===== src/hdl/ksd_pkg.sv =====
// shared types, constants and keymap for the keypad scanner
package ksd_pkg;

  localparam int unsigned HistoryBitsDef = 8;
  localparam int unsigned NumCols        = 4;
  localparam int unsigned NumRows        = 4;

  typedef enum logic {
    CMD_TICK = 1'b0,
    CMD_POP  = 1'b1
  } cmd_e;

  typedef logic [1:0] col_t;
  typedef logic [3:0] idx_t;
  typedef logic [3:0] rows_t;
  typedef logic [6:0] char_t;

  typedef struct packed {
    logic valid;
    idx_t idx;
  } slot_t;

  // keymap "DCBA#9630852*741", ascii
  localparam char_t KeyMap [16] = '{
    7'h44, 7'h43, 7'h42, 7'h41, 7'h23, 7'h39, 7'h36, 7'h33,
    7'h30, 7'h38, 7'h35, 7'h32, 7'h2A, 7'h37, 7'h34, 7'h31
  };

endpackage


===== src/hdl/ksd_if.sv =====
// valid/ready channel interfaces for scan commands and key results
interface ksd_in_if;
  import ksd_pkg::*;
  logic  valid;
  logic  ready;
  cmd_e  command;
  rows_t rows;
  modport source (output valid, output command, output rows, input ready);
  modport sink   (input valid, input command, input rows, output ready);
endinterface

interface ksd_out_if;
  import ksd_pkg::*;
  logic  valid;
  logic  ready;
  col_t  column_drive;
  logic  key_valid;
  idx_t  key_index;
  char_t key_char;
  modport source (output valid, output column_drive, output key_valid,
                  output key_index, output key_char, input ready);
  modport sink   (input valid, input column_drive, input key_valid,
                  input key_index, input key_char, output ready);
endinterface


===== src/hdl/ksd_history.sv =====
// key history memory, one row per column, with shift and press detection
module ksd_history #(
  parameter int unsigned HistoryBits = ksd_pkg::HistoryBitsDef
) (
  input  logic          clk_i,
  input  logic          rst_ni,
  input  logic          rd_en_i,
  input  ksd_pkg::col_t rd_addr_i,
  input  logic          upd_en_i,
  input  ksd_pkg::col_t upd_col_i,
  input  ksd_pkg::rows_t upd_rows_i,
  output ksd_pkg::rows_t press_o
);
  import ksd_pkg::*;

  localparam int unsigned RowW = NumRows * HistoryBits;

  logic [RowW-1:0]    mem_q [NumCols];
  logic [RowW-1:0]    rd_data_q;
  logic               rd_vld_q;
  logic [NumCols-1:0] row_vld_q;
  logic [RowW-1:0]    old_row;
  logic [RowW-1:0]    new_row;

  // rows never written read as zero history
  assign old_row = rd_vld_q ? rd_data_q : '0;

  always_comb begin
    for (int r = 0; r < NumRows; r++) begin
      new_row[r*HistoryBits +: HistoryBits] =
        {old_row[r*HistoryBits +: HistoryBits-1], upd_rows_i[r]};
      press_o[r] = new_row[r*HistoryBits +: HistoryBits] ==
                   {{(HistoryBits-1){1'b0}}, 1'b1};
    end
  end

  always_ff @(posedge clk_i) begin
    if (rd_en_i) begin
      rd_data_q <= mem_q[rd_addr_i];
    end
    if (upd_en_i) begin
      mem_q[upd_col_i] <= new_row;
    end
  end

  always_ff @(posedge clk_i or negedge rst_ni) begin
    if (!rst_ni) begin
      row_vld_q <= '0;
      rd_vld_q  <= 1'b0;
    end else begin
      if (rd_en_i) begin
        rd_vld_q <= row_vld_q[rd_addr_i];
      end
      if (upd_en_i) begin
        row_vld_q[upd_col_i] <= 1'b1;
      end
    end
  end

endmodule


===== src/hdl/keypad_scan_debounce.sv =====
// 4x4 keypad scanner: history memory, event ring and result register
// result path: a command is held in stage s1, then in the result register
// throughput: one command per cycle unless stalled; a history row is
//   read at accept, written back one stage later, recurs every fourth tick
// reset: histories read as zero via per-row valid bits, column, ring and
//   pointers cleared at once; no clearing pass
module keypad_scan_debounce #(
  parameter int unsigned HistoryBits = ksd_pkg::HistoryBitsDef
) (
  input  logic   clk_i,
  input  logic   rst_ni,
  ksd_in_if.sink    in_i,
  ksd_out_if.source out_o
);
  import ksd_pkg::*;

  col_t  col_q, col_d;
  logic  s1_vld_q;
  cmd_e  s1_cmd_q;
  rows_t s1_rows_q;
  col_t  s1_col_q;
  slot_t slots_q [2];
  slot_t slots_d [2];
  logic  wr_q, wr_d, rd_q, rd_d;
  logic  out_vld_q;
  col_t  out_col_q, out_col_d;
  logic  out_kv_q, out_kv_d;
  idx_t  out_idx_q, out_idx_d;
  char_t out_char_q, out_char_d;
  rows_t press;
  logic  adv, s1_go, acc;

  assign adv        = !out_vld_q || out_o.ready;
  assign s1_go      = s1_vld_q && adv;
  assign in_i.ready = !s1_vld_q || adv;
  assign acc        = in_i.valid && in_i.ready;

  assign col_d = (acc && in_i.command == CMD_TICK) ? col_q + 2'd1 : col_q;

  ksd_history #(.HistoryBits(HistoryBits)) u_history (
    .clk_i      (clk_i),
    .rst_ni     (rst_ni),
    .rd_en_i    (acc),
    .rd_addr_i  (col_q),
    .upd_en_i   (s1_go && s1_cmd_q == CMD_TICK),
    .upd_col_i  (s1_col_q),
    .upd_rows_i (s1_rows_q),
    .press_o    (press)
  );

  // ring update: presses pushed in row order, overwrite without full check
  always_comb begin
    slots_d    = slots_q;
    wr_d       = wr_q;
    rd_d       = rd_q;
    out_col_d  = s1_col_q;
    out_kv_d   = 1'b0;
    out_idx_d  = '0;
    out_char_d = '0;
    if (s1_cmd_q == CMD_TICK) begin
      out_col_d = s1_col_q + 2'd1;
      if (s1_go) begin
        for (int i = 0; i < NumRows; i++) begin
          if (press[i]) begin
            slots_d[wr_d] = '{valid: 1'b1, idx: {s1_col_q, 2'(i)}};
            wr_d          = ~wr_d;
          end
        end
      end
    end else if (slots_q[rd_q].valid) begin
      out_kv_d   = 1'b1;
      out_idx_d  = slots_q[rd_q].idx;
      out_char_d = KeyMap[slots_q[rd_q].idx];
      if (s1_go) begin
        slots_d[rd_q] = '0;
        rd_d          = ~rd_q;
      end
    end
  end

  always_ff @(posedge clk_i or negedge rst_ni) begin
    if (!rst_ni) begin
      col_q     <= '0;
      s1_vld_q  <= 1'b0;
      slots_q   <= '{default: '0};
      wr_q      <= 1'b0;
      rd_q      <= 1'b0;
      out_vld_q <= 1'b0;
    end else begin
      col_q   <= col_d;
      slots_q <= slots_d;
      wr_q    <= wr_d;
      rd_q    <= rd_d;
      if (acc) begin
        s1_vld_q <= 1'b1;
      end else if (s1_go) begin
        s1_vld_q <= 1'b0;
      end
      if (s1_go) begin
        out_vld_q <= 1'b1;
      end else if (out_o.ready) begin
        out_vld_q <= 1'b0;
      end
    end
  end

  always_ff @(posedge clk_i) begin
    if (acc) begin
      s1_cmd_q  <= in_i.command;
      s1_rows_q <= in_i.rows;
      s1_col_q  <= col_q;
    end
    if (s1_go) begin
      out_col_q  <= out_col_d;
      out_kv_q   <= out_kv_d;
      out_idx_q  <= out_idx_d;
      out_char_q <= out_char_d;
    end
  end

  assign out_o.valid        = out_vld_q;
  assign out_o.column_drive = out_col_q;
  assign out_o.key_valid    = out_kv_q;
  assign out_o.key_index    = out_idx_q;
  assign out_o.key_char     = out_char_q;

  a_char_matches: assert property (@(posedge clk_i) disable iff (!rst_ni)
    out_vld_q && out_kv_q |-> out_char_q == KeyMap[out_idx_q])
    else $error("key char does not match keymap");

  a_empty_result_zero: assert property (@(posedge clk_i) disable iff (!rst_ni)
    out_vld_q && !out_kv_q |-> out_idx_q == '0 && out_char_q == '0)
    else $error("result without key carries nonzero key fields");

  a_stall_blocks_input: assert property (@(posedge clk_i) disable iff (!rst_ni)
    s1_vld_q && !adv |-> !in_i.ready)
    else $error("input taken while stage is blocked");

  a_tick_advances_col: assert property (@(posedge clk_i) disable iff (!rst_ni)
    acc && in_i.command == CMD_TICK |=> col_q == $past(col_q) + 2'd1)
    else $error("column did not advance on tick");

  a_pop_moves_rd: assert property (@(posedge clk_i) disable iff (!rst_ni)
    s1_go && s1_cmd_q == CMD_POP && slots_q[rd_q].valid |=> rd_q != $past(rd_q))
    else $error("read slot did not move on successful pop");

endmodule


===== src/flat_wrapper.sv =====
// flat-port wrapper written by rule: the top's interface ports become plain ports
module keypad_scan_debounce_flat import ksd_pkg::*;
#(
  parameter int unsigned HistoryBits = ksd_pkg::HistoryBitsDef
)
  (clk_i, rst_ni, in_i_valid, in_i_command, in_i_rows, in_i_ready, out_o_valid, out_o_column_drive, out_o_key_valid, out_o_key_index, out_o_key_char, out_o_ready);
  ksd_in_if in_i_i ();
  ksd_out_if out_o_i ();
  input  logic clk_i;
  input  logic rst_ni;
  input wire logic [$bits(in_i_i.valid)-1:0] in_i_valid;
  input wire logic [$bits(in_i_i.command)-1:0] in_i_command;
  input wire logic [$bits(in_i_i.rows)-1:0] in_i_rows;
  output wire logic [$bits(in_i_i.ready)-1:0] in_i_ready;
  output wire logic [$bits(out_o_i.valid)-1:0] out_o_valid;
  output wire logic [$bits(out_o_i.column_drive)-1:0] out_o_column_drive;
  output wire logic [$bits(out_o_i.key_valid)-1:0] out_o_key_valid;
  output wire logic [$bits(out_o_i.key_index)-1:0] out_o_key_index;
  output wire logic [$bits(out_o_i.key_char)-1:0] out_o_key_char;
  input wire logic [$bits(out_o_i.ready)-1:0] out_o_ready;
  assign in_i_i.valid = in_i_valid;
  assign in_i_i.command = in_i_command;
  assign in_i_i.rows = in_i_rows;
  assign in_i_ready = in_i_i.ready;
  assign out_o_valid = out_o_i.valid;
  assign out_o_column_drive = out_o_i.column_drive;
  assign out_o_key_valid = out_o_i.key_valid;
  assign out_o_key_index = out_o_i.key_index;
  assign out_o_key_char = out_o_i.key_char;
  assign out_o_i.ready = out_o_ready;
  keypad_scan_debounce #(.HistoryBits(HistoryBits)) u_core (.clk_i(clk_i), .rst_ni(rst_ni), .in_i(in_i_i), .out_o(out_o_i));
endmodule

===== config.mk =====
export PLATFORM = sky130hd
export DESIGN_NAME = keypad_scan_debounce_flat
export DESIGN_NICKNAME = d
export VERILOG_FILES = /design/src/hdl/ksd_pkg.sv /design/src/hdl/ksd_if.sv /design/src/hdl/ksd_history.sv /design/src/hdl/keypad_scan_debounce.sv /design/src/flat_wrapper.sv
export SDC_FILE = /design/constraint.sdc
export NUM_CORES = 1
export LEC_CHECK = 0
export ABC_CLOCK_PERIOD_IN_PS = 7700
export BUFFER_PORTS_ARGS = -buffer_cell sky130_fd_sc_hd__buf_2
export CAP_MARGIN = 0
export CORE_MARGIN = 4
export CORE_UTILIZATION = 45
export CTS_CLUSTER_SIZE = 12
export DETAILED_ROUTE_END_ITERATION = 6
export PLACE_DENSITY = 0.7
export SYNTH_ARGS = -nofsm -noshare
export SYNTH_HDL_FRONTEND = slang
export SYNTH_HIERARCHICAL = 1
export SYNTH_SLANG_ARGS = --single-unit

===== constraint.sdc =====
create_clock -name clk_i -period 7.7 [get_ports clk_i]
set_input_delay 0.385 -clock clk_i [delete_from_list [all_inputs] [get_ports clk_i]]
set_output_delay 0.385 -clock clk_i [all_outputs]
set_load 0.05 [all_outputs]

# After elaboration in Yosys (flattened, before gate mapping)
# Memories as Yosys holds them, arrays and structs flattened. A register that Yosys moved wholly into a read port is not among the register bits.
# Cells that the tools add are included.
# word_totals
reg_bits,35
ramBits,128
romBits,112
output_inout_bits,16
wordCells,130
memories,2
# memory_table
name,depth,word_bits,rd,rd_clocked_by_memory_dff,wr,line,source
u_core.u_history.mem_q,4,32,1,1,1,ksd_history.sv:18,logic [RowW-1:0] mem_q [NumCols];
(no name shown),16,7,1,1,0,keypad_scan_debounce.sv:73,out_char_d = KeyMap[slots_q[rd_q].idx];
# classes
addsub,2
order_cmp,13
eq_ne,5
muxes,54
bitwise_logic,16
reduce_logical,21
# op_table
cell,n
10-bit 2-to-1 mux,14
10-bit bitwise mux,4
5-bit 2-to-1 mux,8
"8-bit by 1-bit == test with 1-bit output, second input constant",4
31-bit 2-to-1 mux,1
5-bit demux with 1-bit select,5
1-bit 2-to-1 mux,19
10-bit bitwise AND,1
"2-bit greater-or-equal comparator, second input constant",5
1-bit logical AND,10
"2-bit by 1-bit < comparator with 1-bit output, second input constant",5
1-bit inverter with 2-bit output,5
10-bit inverter,1
1-bit inverter,7
"2-bit by 3-bit < comparator with 1-bit output, second input constant",2
2-bit AND reduction,3
4-bit inverter with 5-bit output,1
"2-bit by 1-bit adder with 2-bit output, second input constant",2
4-bit bitwise OR,1
2-bit nonzero test,2
1-bit zero test,3
3-bit AND reduction,1
1-bit binary-select mux with 2-bit select,1
1-bit demux with 2-bit select,1
other kinds (4),5

# Depth between registers and ports, before layout
# logic_depth
depth_word,22
ltp_mapped,10
mapped_depth_nobuf,8

# Cells and area by module
# The synthesis kept the hierarchy.
# by_module_without_submodules
module,n_inst,cells_per_inst,area_per_inst_um2,seq_area_each_um2
ksd_history,1,236,5375.2,4329.2
keypad_scan_debounce,1,197,2023.2,1031.0

# Least setup slack after synthesis
# OpenSTA, ideal clock, no wires.
# synth_path
path_kind,register -> register
startpoint,register u_core.out_vld_q (netlist: u_core/out_o.valid)
endpoint,memory u_core/u_history/mem_q[0][0] in the netlist's numbering (enable)
setup_ns,0.456
arrival_ns,3.576
setup_slack_ns,3.668
path_stages_with_launch,6
synth_period_minus_slack_ns,4.032
path_cell_list,dfrtp_1 -> nor2b_1 -> or3_1 -> clkbuf_1 -> inv_1 -> nor3b_1
# synth_via
elab_chain_len,6
# synth_rtl
item,line,source
start: declaration,keypad_scan_debounce.sv:25,logic out_vld_q;
start signal: assignment,keypad_scan_debounce.sv:88,out_vld_q <= 1'b0;
start signal: assignment,keypad_scan_debounce.sv:100,out_vld_q <= 1'b1;
start signal: assignment,keypad_scan_debounce.sv:102,out_vld_q <= 1'b0;
1-bit zero test,keypad_scan_debounce.sv:33,assign adv = !out_vld_q || out_o.ready;
1-bit logical OR,keypad_scan_debounce.sv:33,
1-bit logical AND,keypad_scan_debounce.sv:34,assign s1_go = s1_vld_q && adv;
1-bit logical AND,keypad_scan_debounce.sv:45,".upd_en_i (s1_go && s1_cmd_q == CMD_TICK),"
1-bit 2-to-1 mux,ksd_history.sv:41,if (upd_en_i) begin
1-bit 2-to-1 mux (not written as such),ksd_history.sv:42,mem_q[upd_col_i] <= new_row;
end: declaration,ksd_history.sv:18,
# Every way passes these cells.

# Worst setup path after layout
# layout_path
startpoint,register u_core.u_history.rd_vld_q
endpoint,register u_core/slots_q[6] in the netlist's numbering
# layout_via
elab_chain_len,22
elab_cells_between_ends,49
classes_between,order compare: 6; eq/ne: 4; mux: 31; bitwise: 5; reduce/logical: 3
# layout_rtl
item,line,source
start: declaration,ksd_history.sv:20,logic rd_vld_q;
start signal: assignment,ksd_history.sv:52,rd_vld_q <= row_vld_q[rd_addr_i];
31-bit 2-to-1 mux (*),ksd_history.sv:26,assign old_row = rd_vld_q ? rd_data_q : '0;
net u_core.u_history.old_row[5],ksd_history.sv:22,logic [RowW-1:0] old_row;
8-bit by 1-bit == test with 1-bit output (*),ksd_history.sv:32,press_o[r] = new_row[r*HistoryBits +: HistoryBits] ==
net u_core.press[0],keypad_scan_debounce.sv:30,rows_t press;
1-bit 2-to-1 mux,keypad_scan_debounce.sv:64,if (press[i]) begin
1-bit 2-to-1 mux,keypad_scan_debounce.sv:62,if (s1_go) begin
1-bit 2-to-1 mux,keypad_scan_debounce.sv:60,if (s1_cmd_q == CMD_TICK) begin
1-bit inverter with 2-bit output (not written as such) / 1-bit inverter (equally long branches),"keypad_scan_debounce.sv:65, keypad_scan_debounce.sv:66",
(+8 left out),-,
"10-bit bitwise mux, or another cell as far along",keypad_scan_debounce.sv:65,"slots_d[wr_d] = '{valid: 1'b1, idx: {s1_col_q, 2'(i)}};"
10-bit 2-to-1 mux / 1-bit logical AND (equally long branches),"keypad_scan_debounce.sv:64, keypad_scan_debounce.sv:65",
10-bit 2-to-1 mux / 5-bit 2-to-1 mux (equally long branches),"keypad_scan_debounce.sv:62, keypad_scan_debounce.sv:65",
10-bit 2-to-1 mux / 5-bit demux with 1-bit select (equally long branches),"keypad_scan_debounce.sv:60, keypad_scan_debounce.sv:65",
10-bit bitwise mux,keypad_scan_debounce.sv:65,
10-bit 2-to-1 mux (*),keypad_scan_debounce.sv:64,
10-bit 2-to-1 mux (*),keypad_scan_debounce.sv:62,
10-bit 2-to-1 mux (*),keypad_scan_debounce.sv:60,
end signal: assignment,keypad_scan_debounce.sv:91,slots_q <= slots_d;
end: declaration,keypad_scan_debounce.sv:22,slot_t slots_q [2];
# Mark *: on every way through the listed nets, which the timed path passes. The rest lies on a longest branch. The select of a mux whose other input is x is not followed.
# A chain may end at the register's enable or synchronous reset.

==> impl_metrics.csv <==
group,metric,value,unit
timing,drv_slew,0,
detailed_routing,vias,3757,
global_routing,grt_use_total,14.6,%
yosys,synth_seq_cells,182,
die,initial_core_util,46.2,%
detailed_routing,ant_nets,0,
yosys,synth.area.top_cells,"edfxtp_1 65%, mux4_2 8.5%, dfrtp_1 7.1%, and2_1 2.1%, nor2_1 1.4%",
final_layout,layout_common_cells,"161 x edfxtp_1, 28 x mux4_2, 26 x nor2_1",
global_routing,antenna_found_initial,0,
critical_path,r2r-start,"u_core/u_history/rd_vld_q",
placed_design,placed_cells,663,
yosys,syn_inst,433,
power,irDropWorstVdd,242,uV
detailed_routing,drc_errors,0,
clock_network,post_cts_buffers,0,
final_layout,nets,483,
final_layout,fin_cells,695,
yosys,synth_area,7400,sq um
critical_path,reg2reg_slack,4.88,ns
die,num_rows,46,
yosys,seq_area_frac_synth,72.5,%
global_routing,grt_max_degree,39,
critical_path,required,8.02,ns
clock_network,cts_tree,"yes",
timing,min_period,2.82,ns
timing,period_share,36.6,%
yosys,synth.distinct_cells,57,
die,chipWidth,136,um
critical_path,crit_chain,"and2_1 > nor4_1 > and3_1 > xnor2_2 > maj3_2 > a22o_1",
placed_design,io_buffers,24,
detailed_routing,vias_per_cell,5.41,
yosys,synth_nets,449,
die,die_y,136,um
yosys,syn_area_per_cell,17.1,sq um
critical_path,end_kind,"flop",
critical_path,cp-start-kind,"flop",
clock_network,cts_buffers,17,
final_layout,fin_util,52.2,%
critical_path,critPathKind,"flop to flop",
timing,final-hold-violation-count,0,
die,coreArea,16000,sq um
final_layout,drive_gt1_share,22.8,%
yosys,synth_top_cell_area_share,65.3,%
power,power_density,368,nW/um^2
clock_network,clock-sinks,182,
yosys,synth-edff-count,161,
die,pin_count,25,
yosys,yosys_warnings,6,
timing,clock-skew-final,0.0120,ns
timing,fmax,0.355,GHz
global_routing,overflow,0,
final_layout,antenna_cells,0,
critical_path,slowest_delay,0.69,ns
clock_network,cts_max_path_buffers,2,
detailed_routing,drtIter0Drc,287,
clock_network,clk_latency,0.43,ns
critical_path,cp_slowest_cell,"dfrtp_1",
timing,tns,0,ns
final_layout,layout_commonest_cell,"edfxtp_1",
critical_path,cp.depth,6,
critical_path,r2r_cells,6,
final_layout,area_delta_synth_final,12.8,%
placed_design,place_congestion,0.864,
placed_design,hpwl,7390,um
critical_path,cpLargestDelayFamily,"simple AND/OR/NAND/NOR gates",
timing,setup_viol,0,
global_routing,grt_pass1_wl,20200,um
global_routing,grt_pass1_vias,3670,
clock_network,cts_resized,0,
clock_network,htreeDepth,4,
power,p_total,3.07,mW
detailed_routing,totalWireLength,12600,um
min_path,min_from,"in_i_rows[2]",
yosys,synth_top_cell_by_area,"edfxtp_1",
min_path,whs_endpoint,"u_core/s1_rows_q[2]",
critical_path,crit_buf_inv,0,
min_path,hold_path_depth,1,
yosys,synthFlopType,"edfxtp_1",
clock_network,root_buffer,"clkbuf_16",
min_path,holdCritPathClass,"primary input to flop",
critical_path,cp.arrival,3.13,ns
timing,grt_setup_unrepaired,"no",
timing,slew_headroom,29.5,%
critical_path,critPathMaxFanout,29,
power,total_leakage_power,2.89,nW
detailed_routing,firstDrtPassIters,7,
critical_path,worstReg2RegEnd,"u_core/slots_q[6]",
clock_network,clk_pin_slew,0.07,ns
detailed_routing,wl_per_cell,18.1,um
job,maxCapViolCount,0,
die,dieArea,18600,sq um
timing,max_slew.worst_pin.slew,1.06,ns
yosys,synth-async-reset-ratio,11.5,%
run_status,status,"complete, no violations",
[worst max-delay path by stage]
| stage | to | slack [ns] | start |
|---|---|---|---|
| floorplan | u_core/u_history/mem_q[0][0] | 3.67 | u_core/out_o.valid |
| global placement | u_core/slots_q[3] | 4.91 | u_core/u_history/rd_vld_q |
| detailed placement | u_core/slots_q[2] | 4.86 | u_core/u_history/rd_vld_q |
| CTS | u_core/slots_q[3] | 4.85 | u_core/u_history/rd_vld_q |
| global route | u_core/slots_q[3] | 4.63 | u_core/u_history/rd_vld_q |
| finish | u_core/slots_q[6] | 4.88 | u_core/u_history/rd_vld_q |
[cell usage after synthesis (6+ instances only)]
cell / instances
and2_1: 25
o21ai_0: 13
dfrtp_1: 21
a21oi_1: 6
buf_2: 7
nand2b_1: 6
ha_1: 7
clkbuf_1: 7
mux4_2: 28
nand2_1: 22
nor2_1: 27
edfxtp_1: 161
nor3_1: 9
inv_1: 14
[through the flow]
step                setup slack (ns)  hold WS (ns)  instance area (sq um)
finish                          4.88         0.131                   8350
global route                    4.63         0.106                   8350
CTS                             4.85         0.110                   8350
detailed placement              4.86         0.378                   7760
global placement                4.91         0.365                   7760
floorplan                       3.67        0.0894                   7400
[cell type report]
type	instances	area (sq um)
multi-input combinational	219	1890
tap	216	270
inverter	14	52.6
sequential	182	5360
clock buffer	17	425
clock inverter	14	153
timing repair buffer	33	190
fill	1319	7650
[state kept, by name (all words and copies together) (netlist names)]
signal / flops
u_core/wr_q: 1
u_core/s1_vld_q: 1
u_core/u_history/rd_data_q: 28
u_core/rd_q: 1
u_core/s1_rows_q: 4
u_core/u_history/row_vld_q: 4
u_core/col_q: 2
u_core/out_o.valid: 1
u_core/s1_col_q: 2
u_core/slots_q: 10
u_core/s1_cmd_q: 1
u_core/out_o.key_char: 7
u_core/out_o.key_index: 4
u_core/out_o.column_drive: 2
u_core/u_history/rd_vld_q: 1
u_core/u_history/mem_q: 112
u_core/out_o.key_valid: 1
[routing by layer]
metal,global-route usage (%),routed length (um),up-vias
met4,5.04,112,0
met2,22.3,6160,97
li1,-,-,1735
met3,3.70,561,7
met5,0,0,-
met1,20.7,5780,1918
[cells by family after synthesis]
group	Yosys count	synth area share, %
and+or+nand+nor	115	8.20
muxes	36	9.78
buffers and inverters	32	2.10
DFF	182	72.5
AOI/OAI and AO/OA	48	4.58
xor gates and xnor gates	10	1.29
adders and majority gates	10	1.61
[repair_timing]
action / 4_1_cts / 5_1_grt
hold buffers: 1 / 0
endpoints found under the setup margin: 0 / 0
hold endpoints to repair: 21 / 0
[power breakdown]
group | switching [mW] | internal, mW | leakage, nW
clock | 0.364 | 0.479 | 0.272
combinational | 0.435 | 0.348 | 0.874
sequential | 0.141 | 1.30 | 1.75
Power figures use the tool's default switching activity.
